### config.mk
export PLATFORM = sky130hd
export DESIGN_NAME = fractional_pll_tuning_words
export DESIGN_NICKNAME = d
export VERILOG_FILES = /design/src/rtl/fplltw_pkg.sv /design/src/rtl/fplltw_front.sv /design/src/rtl/fplltw_div_stage.sv /design/src/rtl/fractional_pll_tuning_words.sv
export VERILOG_INCLUDE_DIRS = /design/src /design/src/rtl
export SDC_FILE = /design/constraint.sdc
export NUM_CORES = 2
export LEC_CHECK = 0
export BUFFER_PORTS_ARGS = -buffer_cell sky130_fd_sc_hd__buf_2
export CAP_MARGIN = 30
export CELL_PAD_IN_SITES_DETAIL_PLACEMENT = 0
export CELL_PAD_IN_SITES_GLOBAL_PLACEMENT = 1
export CORE_MARGIN = 3
export CORE_UTILIZATION = 45
export DETAILED_ROUTE_END_ITERATION = 10
export GPL_TIMING_DRIVEN = 1
export PLACE_DENSITY = 0.66
export SLEW_MARGIN = 20
export SYNTH_ARGS = -nofsm -noshare
export SYNTH_HDL_FRONTEND = slang
export SYNTH_HIERARCHICAL = 1
export SYNTH_SLANG_ARGS = --single-unit
export TNS_END_PERCENT = 100
### constraint.sdc
create_clock -name clk -period 15.3 [get_ports clk]
set_clock_uncertainty 0.2 [all_clocks]
set_input_delay 3.06 -clock clk [delete_from_list [all_inputs] [get_ports clk]]
set_output_delay 3.06 -clock clk [all_outputs]
set_load 0.005 [all_outputs]
### src/rtl/fractional_pll_tuning_words_macros.svh
// ----------------------------------------------------------------------------
// fractional_pll_tuning_words_macros
// assertion macros shared by the tuning word rtl, empty for synthesis
// ----------------------------------------------------------------------------
`ifndef FRACTIONAL_PLL_TUNING_WORDS_MACROS_SVH
`define FRACTIONAL_PLL_TUNING_WORDS_MACROS_SVH

`ifndef SYNTHESIS
// same-cycle implication, sampled on clk, off during reset
`define FPLLTW_ASSERT_NOW(lbl, ante, cons) \
    lbl: assert property (@(posedge clk) disable iff (!rst_n) (ante) |-> (cons)) \
        else $error("assertion failed");
// next-cycle implication, sampled on clk, off during reset
`define FPLLTW_ASSERT_NEXT(lbl, ante, cons) \
    lbl: assert property (@(posedge clk) disable iff (!rst_n) (ante) |=> (cons)) \
        else $error("assertion failed");
`else
`define FPLLTW_ASSERT_NOW(lbl, ante, cons)
`define FPLLTW_ASSERT_NEXT(lbl, ante, cons)
`endif

`endif

### src/rtl/fplltw_pkg.sv
// ----------------------------------------------------------------------------
// fplltw_pkg
// types, constants and helpers for the fractional-n tuning word pipeline
// ----------------------------------------------------------------------------
package fplltw_pkg;

    // register indexes
    localparam logic REG_REF_DIVIDER = 1'b0;
    localparam logic REG_CRYSTAL_KHZ = 1'b1;

    localparam logic [4:0]  REF_DIVIDER_RST = 5'd1;
    localparam logic [15:0] CRYSTAL_KHZ_RST = 16'd16000;

    localparam int FRAC_BITS_DEF = 18;
    localparam int FRAC_MAX      = 24;
    localparam int DIV_BITS      = 9;

    // datapath widths
    localparam int VCO_W   = 23;
    localparam int PROD_W  = 28;
    localparam int XTAL_W  = 16;
    localparam int SYMX_W  = 35;
    localparam int CFREM_W = 33;

    // prescaler thresholds in kHz
    localparam logic [21:0] PRESC_T0 = 22'd1191000;
    localparam logic [21:0] PRESC_T1 = 22'd596000;
    localparam logic [21:0] PRESC_T2 = 22'd299000;

    // roll-off factors in percent plus 100
    localparam logic [7:0] ROLL_20 = 8'd120;
    localparam logic [7:0] ROLL_25 = 8'd125;
    localparam logic [7:0] ROLL_35 = 8'd135;

    localparam logic [1:0] ROLL_CODE_20 = 2'd0;
    localparam logic [1:0] ROLL_CODE_25 = 2'd1;

    // one cutoff step is 1 MHz times the 200 divisor
    localparam logic [CFREM_W-1:0] CF_UNIT = 33'd200000000;
    localparam logic [SYMX_W-1:0]  CF_SAT  = 35'd6400000000;

    localparam logic [7:0] FIXED_VAL = 8'h44;
    localparam logic [7:0] CAL_VAL   = 8'h0e;

    typedef struct packed {
        logic [21:0] frequency_khz;
        logic [26:0] sym_rate;
        logic [1:0]  rolloff_code;
        logic        satellite_mode;
    } in_t;

    typedef struct packed {
        logic [7:0] divider_low_byte;
        logic [7:0] divider_high_frac_low;
        logic [7:0] frac_mid_byte;
        logic [7:0] frac_high_pump;
        logic [6:0] filter_prescale_byte;
        logic [7:0] fixed_byte;
        logic [7:0] calibration_byte;
        logic       rejected;
    } out_t;

    // fields that ride alongside the division
    typedef struct packed {
        logic       rejected;
        logic [1:0] pdiv;
        logic [2:0] icp;
        logic [4:0] cf;
    } side_t;

    // charge pump current from vco threshold
    function automatic logic [2:0] pump_current(input logic [VCO_W-1:0] vco);
        logic [2:0] icp;
        if (vco < 23'd2472000)      icp = 3'd0;
        else if (vco < 23'd2700000) icp = 3'd1;
        else if (vco < 23'd3021000) icp = 3'd2;
        else if (vco < 23'd3387000) icp = 3'd3;
        else if (vco < 23'd3845000) icp = 3'd5;
        else if (vco < 23'd4394000) icp = 3'd6;
        else                        icp = 3'd7;
        return icp;
    endfunction

endpackage

### src/rtl/fplltw_front.sv
// ----------------------------------------------------------------------------
// fplltw_front
// two front stages: prescaler, vco, symbol product, then cutoff clamp, pump current and divider product
// ----------------------------------------------------------------------------
module fplltw_front (
    input  logic                                  clk,
    input  logic                                  rst_n,
    input  logic                                  valid_up,
    output logic                                  ready_up,
    input  fplltw_pkg::in_t                       data_up,
    input  logic [4:0]                            ref_divider,
    input  logic [fplltw_pkg::XTAL_W-1:0]         crystal_khz,
    output logic                                  valid_dn,
    input  logic                                  ready_dn,
    output logic [fplltw_pkg::PROD_W-1:0]         prod_dn,
    output logic [fplltw_pkg::CFREM_W-1:0]        cfrem_dn,
    output fplltw_pkg::side_t                     side_dn
);

    logic                              a_valid_reg, a_valid_next;
    logic [fplltw_pkg::VCO_W-1:0]      a_vco_reg, a_vco_next;
    logic [fplltw_pkg::SYMX_W-1:0]     a_x_reg, a_x_next;
    logic [1:0]                        a_pdiv_reg, a_pdiv_next;
    logic                              a_rej_reg, a_rej_next;
    logic                              a_ready;

    logic                              b_valid_reg, b_valid_next;
    logic [fplltw_pkg::PROD_W-1:0]     b_prod_reg, b_prod_next;
    logic [fplltw_pkg::CFREM_W-1:0]    b_cfrem_reg, b_cfrem_next;
    fplltw_pkg::side_t                 b_side_reg, b_side_next;
    logic                              b_ready;

    logic [7:0]                        rfac;

    // stage ready: empty or draining
    always_comb
    begin
        b_ready  = !b_valid_reg || ready_dn;
        a_ready  = !a_valid_reg || b_ready;
        ready_up = a_ready;
    end

    // stage a: prescaler, vco and roll-off product
    always_comb
    begin
        case (data_up.rolloff_code)
            fplltw_pkg::ROLL_CODE_20: rfac = fplltw_pkg::ROLL_20;
            fplltw_pkg::ROLL_CODE_25: rfac = fplltw_pkg::ROLL_25;
            default:                  rfac = fplltw_pkg::ROLL_35;
        endcase
        if (data_up.frequency_khz >= fplltw_pkg::PRESC_T0)
        begin
            a_pdiv_next = 2'd0;
            a_vco_next  = {data_up.frequency_khz, 1'b0};
        end
        else if (data_up.frequency_khz >= fplltw_pkg::PRESC_T1)
        begin
            a_pdiv_next = 2'd1;
            a_vco_next  = {data_up.frequency_khz[20:0], 2'b0};
        end
        else if (data_up.frequency_khz >= fplltw_pkg::PRESC_T2)
        begin
            a_pdiv_next = 2'd2;
            a_vco_next  = {data_up.frequency_khz[19:0], 3'b0};
        end
        else
        begin
            a_pdiv_next = 2'd3;
            a_vco_next  = {data_up.frequency_khz[18:0], 4'b0};
        end
        a_x_next     = fplltw_pkg::SYMX_W'(data_up.sym_rate * rfac);
        a_rej_next   = !data_up.satellite_mode;
        a_valid_next = a_ready ? valid_up : a_valid_reg;
    end

    // stage b: divider product, pump current, cutoff clamp
    always_comb
    begin
        b_prod_next = fplltw_pkg::PROD_W'(a_vco_reg * ref_divider);
        b_side_next.rejected = a_rej_reg || (crystal_khz == '0);
        b_side_next.pdiv     = a_pdiv_reg;
        b_side_next.icp      = fplltw_pkg::pump_current(a_vco_reg);
        b_side_next.cf       = '0;
        if (a_x_reg >= fplltw_pkg::CF_SAT)
            b_cfrem_next = fplltw_pkg::CFREM_W'(fplltw_pkg::CF_SAT - 1'b1);
        else
            b_cfrem_next = a_x_reg[fplltw_pkg::CFREM_W-1:0];
        b_valid_next = b_ready ? a_valid_reg : b_valid_reg;
    end

    // valid bits
    always_ff @(posedge clk or negedge rst_n)
    begin
        if (!rst_n)
        begin
            a_valid_reg <= 1'b0;
            b_valid_reg <= 1'b0;
        end
        else
        begin
            a_valid_reg <= a_valid_next;
            b_valid_reg <= b_valid_next;
        end
    end

    // payload registers
    always_ff @(posedge clk)
    begin
        if (a_ready && valid_up)
        begin
            a_vco_reg  <= a_vco_next;
            a_x_reg    <= a_x_next;
            a_pdiv_reg <= a_pdiv_next;
            a_rej_reg  <= a_rej_next;
        end
        if (b_ready && a_valid_reg)
        begin
            b_prod_reg  <= b_prod_next;
            b_cfrem_reg <= b_cfrem_next;
            b_side_reg  <= b_side_next;
        end
    end

    assign valid_dn = b_valid_reg;
    assign prod_dn  = b_prod_reg;
    assign cfrem_dn = b_cfrem_reg;
    assign side_dn  = b_side_reg;

endmodule

### src/rtl/fplltw_div_stage.sv
// ----------------------------------------------------------------------------
// fplltw_div_stage
// one restoring division step per stage, early stages also resolve cutoff
// ----------------------------------------------------------------------------
module fplltw_div_stage #(
    parameter int STEP = 0,
    parameter int QW   = 27
) (
    input  logic                                  clk,
    input  logic                                  rst_n,
    input  logic [fplltw_pkg::XTAL_W-1:0]         crystal_khz,
    input  logic                                  valid_up,
    output logic                                  ready_up,
    input  logic [fplltw_pkg::XTAL_W-1:0]         rem_up,
    input  logic [fplltw_pkg::PROD_W-1:0]         pshift_up,
    input  logic [QW-1:0]                         q_up,
    input  logic [fplltw_pkg::CFREM_W-1:0]        cfrem_up,
    input  fplltw_pkg::side_t                     side_up,
    output logic                                  valid_dn,
    input  logic                                  ready_dn,
    output logic [fplltw_pkg::XTAL_W-1:0]         rem_dn,
    output logic [fplltw_pkg::PROD_W-1:0]         pshift_dn,
    output logic [QW-1:0]                         q_dn,
    output logic [fplltw_pkg::CFREM_W-1:0]        cfrem_dn,
    output fplltw_pkg::side_t                     side_dn
);

    logic                                  valid_reg;
    logic [fplltw_pkg::XTAL_W-1:0]         rem_reg, rem_next;
    logic [fplltw_pkg::PROD_W-1:0]         pshift_reg, pshift_next;
    logic [QW-1:0]                         q_reg, q_next;
    logic [fplltw_pkg::CFREM_W-1:0]        cfrem_reg, cfrem_next;
    fplltw_pkg::side_t                     side_reg, side_next;
    logic [fplltw_pkg::XTAL_W:0]           trial;
    logic                                  ge;

    assign ready_up = !valid_reg || ready_dn;

    // quotient bit: shift next dividend bit into remainder and compare
    always_comb
    begin
        trial       = {rem_up, pshift_up[fplltw_pkg::PROD_W-1]};
        ge          = trial >= {1'b0, crystal_khz};
        rem_next    = ge ? fplltw_pkg::XTAL_W'(trial - {1'b0, crystal_khz})
                         : trial[fplltw_pkg::XTAL_W-1:0];
        pshift_next = {pshift_up[fplltw_pkg::PROD_W-2:0], 1'b0};
        q_next      = {q_up[QW-2:0], ge};
    end

    // cutoff index bit, msb first, in the first five steps
    generate
        if (STEP < 5)
        begin : g_cf
            localparam logic [fplltw_pkg::CFREM_W-1:0] CF_STEP =
                fplltw_pkg::CF_UNIT << (4 - STEP);
            always_comb
            begin
                side_next = side_up;
                if (cfrem_up >= CF_STEP)
                begin
                    cfrem_next = cfrem_up - CF_STEP;
                    side_next.cf[4-STEP] = 1'b1;
                end
                else
                begin
                    cfrem_next = cfrem_up;
                end
            end
        end
        else
        begin : g_pass
            always_comb
            begin
                side_next  = side_up;
                cfrem_next = cfrem_up;
            end
        end
    endgenerate

    // valid bit
    always_ff @(posedge clk or negedge rst_n)
    begin
        if (!rst_n)
            valid_reg <= 1'b0;
        else if (ready_up)
            valid_reg <= valid_up;
    end

    // payload
    always_ff @(posedge clk)
    begin
        if (ready_up && valid_up)
        begin
            rem_reg    <= rem_next;
            pshift_reg <= pshift_next;
            q_reg      <= q_next;
            cfrem_reg  <= cfrem_next;
            side_reg   <= side_next;
        end
    end

    assign valid_dn  = valid_reg;
    assign rem_dn    = rem_reg;
    assign pshift_dn = pshift_reg;
    assign q_dn      = q_reg;
    assign cfrem_dn  = cfrem_reg;
    assign side_dn   = side_reg;

endmodule

### src/rtl/fractional_pll_tuning_words.sv
// throughput: one request per cycle while out_ready holds, set by a chain of one-bit restoring divide stages
// each stage holds its item while the next stage is full, so stalls lose nothing
// reset clears all valid bits and loads ref_divider 1 and crystal_khz 16000
// ----------------------------------------------------------------------------
// fractional_pll_tuning_words
// pipelined tuning word calculation for a fractional-n synthesizer
// ----------------------------------------------------------------------------
`include "fractional_pll_tuning_words_macros.svh"

module fractional_pll_tuning_words #(
    parameter int FRAC_BITS = fplltw_pkg::FRAC_BITS_DEF
) (
    input  logic              clk,
    input  logic              rst_n,
    input  logic              cfg_write,
    input  logic              cfg_index,
    input  logic [15:0]       cfg_data,
    input  logic              in_valid,
    output logic              in_ready,
    input  fplltw_pkg::in_t   in_data,
    output logic              out_valid,
    input  logic              out_ready,
    output fplltw_pkg::out_t  out_data
);

    localparam int QW     = fplltw_pkg::DIV_BITS + FRAC_BITS;
    localparam int NSTAGE = fplltw_pkg::PROD_W + FRAC_BITS;

    logic [4:0]                      ref_divider_reg;
    logic [fplltw_pkg::XTAL_W-1:0]   crystal_khz_reg;

    logic                            valid_s  [NSTAGE+1];
    logic                            ready_s  [NSTAGE+1];
    logic [fplltw_pkg::XTAL_W-1:0]   rem_s    [NSTAGE+1];
    logic [fplltw_pkg::PROD_W-1:0]   pshift_s [NSTAGE+1];
    logic [QW-1:0]                   q_s      [NSTAGE+1];
    logic [fplltw_pkg::CFREM_W-1:0]  cfrem_s  [NSTAGE+1];
    fplltw_pkg::side_t               side_s   [NSTAGE+1];

    logic [fplltw_pkg::FRAC_MAX-1:0] frac_ext;
    logic [8:0]                      div9;
    fplltw_pkg::side_t               side_o;

    // configuration registers
    always_ff @(posedge clk or negedge rst_n)
    begin
        if (!rst_n)
        begin
            ref_divider_reg <= fplltw_pkg::REF_DIVIDER_RST;
            crystal_khz_reg <= fplltw_pkg::CRYSTAL_KHZ_RST;
        end
        else if (cfg_write)
        begin
            case (cfg_index)
                fplltw_pkg::REG_REF_DIVIDER: ref_divider_reg <= cfg_data[4:0];
                fplltw_pkg::REG_CRYSTAL_KHZ: crystal_khz_reg <= cfg_data;
                default: ;
            endcase
        end
    end

    // front stages
    fplltw_front u_front (
        .clk         (clk),
        .rst_n       (rst_n),
        .valid_up    (in_valid),
        .ready_up    (in_ready),
        .data_up     (in_data),
        .ref_divider (ref_divider_reg),
        .crystal_khz (crystal_khz_reg),
        .valid_dn    (valid_s[0]),
        .ready_dn    (ready_s[0]),
        .prod_dn     (pshift_s[0]),
        .cfrem_dn    (cfrem_s[0]),
        .side_dn     (side_s[0])
    );

    assign rem_s[0] = '0;
    assign q_s[0]   = '0;

    // divide chain, one quotient bit per stage
    generate
        for (genvar i = 0; i < NSTAGE; i++)
        begin : g_div
            fplltw_div_stage #(
                .STEP (i),
                .QW   (QW)
            ) u_stage (
                .clk         (clk),
                .rst_n       (rst_n),
                .crystal_khz (crystal_khz_reg),
                .valid_up    (valid_s[i]),
                .ready_up    (ready_s[i]),
                .rem_up      (rem_s[i]),
                .pshift_up   (pshift_s[i]),
                .q_up        (q_s[i]),
                .cfrem_up    (cfrem_s[i]),
                .side_up     (side_s[i]),
                .valid_dn    (valid_s[i+1]),
                .ready_dn    (ready_s[i+1]),
                .rem_dn      (rem_s[i+1]),
                .pshift_dn   (pshift_s[i+1]),
                .q_dn        (q_s[i+1]),
                .cfrem_dn    (cfrem_s[i+1]),
                .side_dn     (side_s[i+1])
            );
        end
    endgenerate

    // last stage register is the output register
    assign ready_s[NSTAGE] = out_ready;
    assign out_valid       = valid_s[NSTAGE];

    // result packing
    always_comb
    begin
        side_o   = side_s[NSTAGE];
        div9     = q_s[NSTAGE][QW-1:FRAC_BITS];
        frac_ext = fplltw_pkg::FRAC_MAX'(q_s[NSTAGE][FRAC_BITS-1:0]);
        if (side_o.rejected)
        begin
            out_data          = '0;
            out_data.rejected = 1'b1;
        end
        else
        begin
            out_data.divider_low_byte      = div9[7:0];
            out_data.divider_high_frac_low = {frac_ext[6:0], div9[8]};
            out_data.frac_mid_byte         = frac_ext[14:7];
            out_data.frac_high_pump        = {1'b0, side_o.icp, 1'b1, frac_ext[17:15]};
            out_data.filter_prescale_byte  = {side_o.pdiv, side_o.cf};
            out_data.fixed_byte            = fplltw_pkg::FIXED_VAL;
            out_data.calibration_byte      = fplltw_pkg::CAL_VAL;
            out_data.rejected              = 1'b0;
        end
    end

    // a blocked input means the whole chain backs up to a stalled output
    `FPLLTW_ASSERT_NOW(a_in_block, !in_ready, out_valid && !out_ready)
    // a refused request carries no register bytes
    `FPLLTW_ASSERT_NOW(a_rej_zero, out_valid && out_data.rejected, out_data.fixed_byte == 8'h00 && out_data.frac_high_pump == 8'h00)
    // an accepted request carries the fixed and calibration bytes
    `FPLLTW_ASSERT_NOW(a_fixed, out_valid && !out_data.rejected, out_data.fixed_byte == fplltw_pkg::FIXED_VAL && out_data.calibration_byte == fplltw_pkg::CAL_VAL)

endmodule
Word-level counts from Yosys, hierarchy flattened
Index checks and enable logic that the tools add are counted.
- equality and inequality tests: 1
- multiplexer cells: 61
- reductions and logical operators: 153
- $add $sub $neg: 49
- bitwise operators: 1
- $mul: 2
- $lt $le $gt $ge: 61
- operators by type and width (operator ; number):
    $ge 17x16->1 ; 45
    $mux 16 ; 44
    $sub 16x16->16 ; 44
    $mux 33 ; 4
    $lt 23x22->1 const B ; 5
    $mux 23 ; 3
    $mux 56 ; 1
    $logic_not 1->1 ; 49
    $logic_or 1x1->1 ; 49
    $logic_and 1x1->1 ; 48
    $ge 35x33->1 const B ; 1
    $mul 27x8->35 ; 1
    $ge 33x28->1 const B ; 1
    $ge 33x29->1 const B ; 1
    $ge 33x30->1 const B ; 1
    $ge 33x31->1 const B ; 1
    $ge 33x32->1 const B ; 1
    $sub 33x29->33 const B ; 1
    $sub 33x30->33 const B ; 1
    $sub 33x31->33 const B ; 1
    $sub 33x32->33 const B ; 1
    $mul 23x5->28 ; 1
    $lt 23x23->1 const B ; 1
    $ge 22x19->1 const B ; 1
    other kinds (14) ; 22
- logic and storage cells: 700
- bits of input ports: 74
- output and inout bits: 58
- bits in registers: 2301

Depth between registers and ports, before layout
- word-level depth: 50
- depth in mapped cells: 48

By module
Netlist, hierarchy kept.
- modules (own cells, without submodules) (module ; area an instance (µm²) ; cells each ; instances):
    fplltw_div_stage at g_div[10].u_stage ... ; 4658.2 ; 279 ; 21
    fplltw_div_stage at g_div[20].u_stage ... ; 4549.4 ; 261 ; 20
    fplltw_front ; 14661.6 ; 1488 ; 1
    fplltw_div_stage at g_div[2].u_stage ; 5371.4 ; 391 ; 1
    fplltw_div_stage at g_div[3].u_stage ; 5371.4 ; 379 ; 1
    fplltw_div_stage at g_div[1].u_stage ; 5236.3 ; 382 ; 1
    fplltw_div_stage at g_div[4].u_stage ; 5215.0 ; 352 ; 1
    fplltw_div_stage at g_div[0].u_stage ; 5161.2 ; 355 ; 1
    fractional_pll_tuning_words ; 1184.9 ; 105 ; 1

Worst setup path before layout
OpenSTA, ideal clock, no wires.
- path type: input to output
- start point: input port out_ready
- end point: output port in_ready
- slack: 1.667 ns
- stages: 47
- arrival time: 10.373 ns
- path through: nand2b_1 > nand2b_1 > nand2b_1 > nand2b_1 > nand2b_1 > nand2b_1 > nand2b_1 > nand2b_1 > nand2b_1 > nand2b_1 > nand2b_1 > nand2b_1 > nand2b_1 > nand2b_1 > nand2b_1 > nand2b_1 > nand2b_1 > nand2b_1 > [11 not listed] > nand2b_1 > nand2b_1 > nand2b_1 > nand2b_1 > nand2b_1 > nand2b_1 > nand2b_1 > nand2b_1 > nand2b_1 > nand2b_1 > nand2b_1 > nand2b_1 > nand2b_1 > nand2b_1 > nand2b_1 > nand2b_1 > nand2b_1 > nand3b_1
- RTL lines (element ; line ; RTL):
    start, declared ; fractional_pll_tuning_words.sv:22 ; input logic out_ready,
    end, declared ; fractional_pll_tuning_words.sv:19 ; output logic in_ready,

==> flow_summary.ini <==
[min_path]
min-delay-start = g_div[39].u_stage/q_dn[15]$_DFFE_PP_
holdCritPathClass = reg -> reg

[clock_network]
cts_root_buf = clkbuf_16
clk_pin_slew_ns = 0.06
cts_tree = built
clkLatencyLatePin_ns = 0.91
htree_levels = 5
cts_buffers = 303
hold_buffers = 0
ctsLongestPathBuffers = 4
cts_sinks = 2795

[route]
firstDrtPassIters = 6
vias = 90000
routedWlPerCell_um = 19.8
drt-initial-drc-count = 6318
drcViolationCount = 0
avgViaCountPerCell = 5.43
wl_um = 328000
ant_nets = 0

[status]
status = finished, final reports clean

[worst_setup_path]
start_kind = input port
crit_arrival_ns = 11.36
critPathBufInv = 2
rrSetupSlack_ns = 5.60
cp_common_cell = nand2b_1
crit_start = out_ready
crit_type = in -> out
worst_path_dominant_cell_family = simple AND/OR/NAND/NOR gates
cpMaxStageDelayCell = nand3b_1
cp_max_fo = 3
slowest_delay_ns = 0.27
r2r_start = g_div[45].u_stage/valid_dn$_DFFE_PN0N_
end_kind = output port
cp.required_ns = 12.04

[sta]
setup_violations = 0
post-route-period-util_pct = 95.6
tns_ns = 0
relSlewSlack_pct = 35.2
clock.fmax_mhz = 68.4
whs_ns = 0.192
drv_slew = 0
min_period_ns = 14.62
rsz0062_at_grt = false
finalHoldViolations = 0
fin_ws_ns = 0.676
worstMarginPinSlew_ns = 0.972

[job]
max_cap_viol_count = 0

[synthesis]
syn_inst = 11700
synth.avg_cell_area_um2 = 12.9
yosys_warnings = 6
netlist_area_um2 = 150000

[die]
core_um2 = 331000
fp-row-count = 211
io_pins = 132
initial_core_util_pct = 45.3
fp.dieH_um = 584
dieArea_um2 = 341000
die_w_um = 584

[placement]
dpl.hpwl_um = 234000
routabilityCongestion = 0.846
dpl_worst_slack_ns = 0.274
dp_cells = 16000
io_buffers = 119

[grt]
grt.total_usage_pct = 18.9
grt_pass1_vias = 88900
antenna_found_initial = 9
overflow = 0
grt_first_pass_wirelength_um = 513000
grt_max_degree = 70

[pwr]
powerDensity_nw_per_um2 = 227
leakagePower_nw = 64.9
ir_worst_vdd_v = 0.000119

[cells_and_area]
final_core_util_pct = 49.9
final_common_cell = edfxtp_1
drive_above_1_share_pct = 13.5
stdcell_count = 16600
final_cell_mix = 2,726 x edfxtp_1, 1,078 x inv_1, 858 x ha_1, 715 x a21oi_1, 569 x nor2_1
area_growth_pct = 10.1
largest_reg_flops = 864
nNetsFinal = 13100
## final cells by class
class | count | area [µm²]
sequential | 2795 | 83700
clock buffer | 375 | 8010
clock inverter | 177 | 1950
inverter | 1082 | 4070
fill | 28400 | 166000
antenna | 2 | 5.00
timing repair buffer | 211 | 1330
tap | 4366 | 5460
multi-input combinational | 7557 | 61000
## what timing repair did
item / 4_1_cts / 5_1_grt
endpoints found under the setup margin: 0 / 1
setup buffers: 0 / 0
resized for setup: 0 / 16
## final timing paths
path | endpoint | cells after the start
max in group asynchronous | g_div[30].u_stage/valid_dn$_DFFE_PN0N_ | 2
worst min register to register | g_div[40].u_stage/q_dn[16]$_DFFE_PP_ | 0
min in group asynchronous | u_front/valid_dn$_DFFE_PN0P_ | 1
worst max register to register | u_front/a_x_reg[4]$_DFFE_PP_ | 50
worst min-delay path | g_div[40].u_stage/q_dn[16]$_DFFE_PP_ | 0
worst max-delay path | in_ready | 49
## metal layers
metal | vias to the layer above | global-route usage [%] | wire length, µm
li1 | 43800 | - | -
met1 | 44000 | 26.8 | 154000
met2 | 1778 | 31.0 | 153000
met3 | 468 | 2.16 | 12800
met4 | 0 | 5.13 | 8790
met5 | - | 0 | 0
## through the flow
step	power (mW)	cell area, µm²
after detailed placement	30.2	155000
final	37.5	165000
after floorplan	26.3	150000
after global placement	30.0	155000
after CTS	37.7	165000
after global routing	40.1	165000
## where the power goes
group,internal (mW),total (mW),switching [mW]
logic,8.34,18.1,9.77
registers,11.0,12.1,1.11
clock network,4.22,7.24,3.02
No activity file was read; power rests on OpenSTA's default activity.
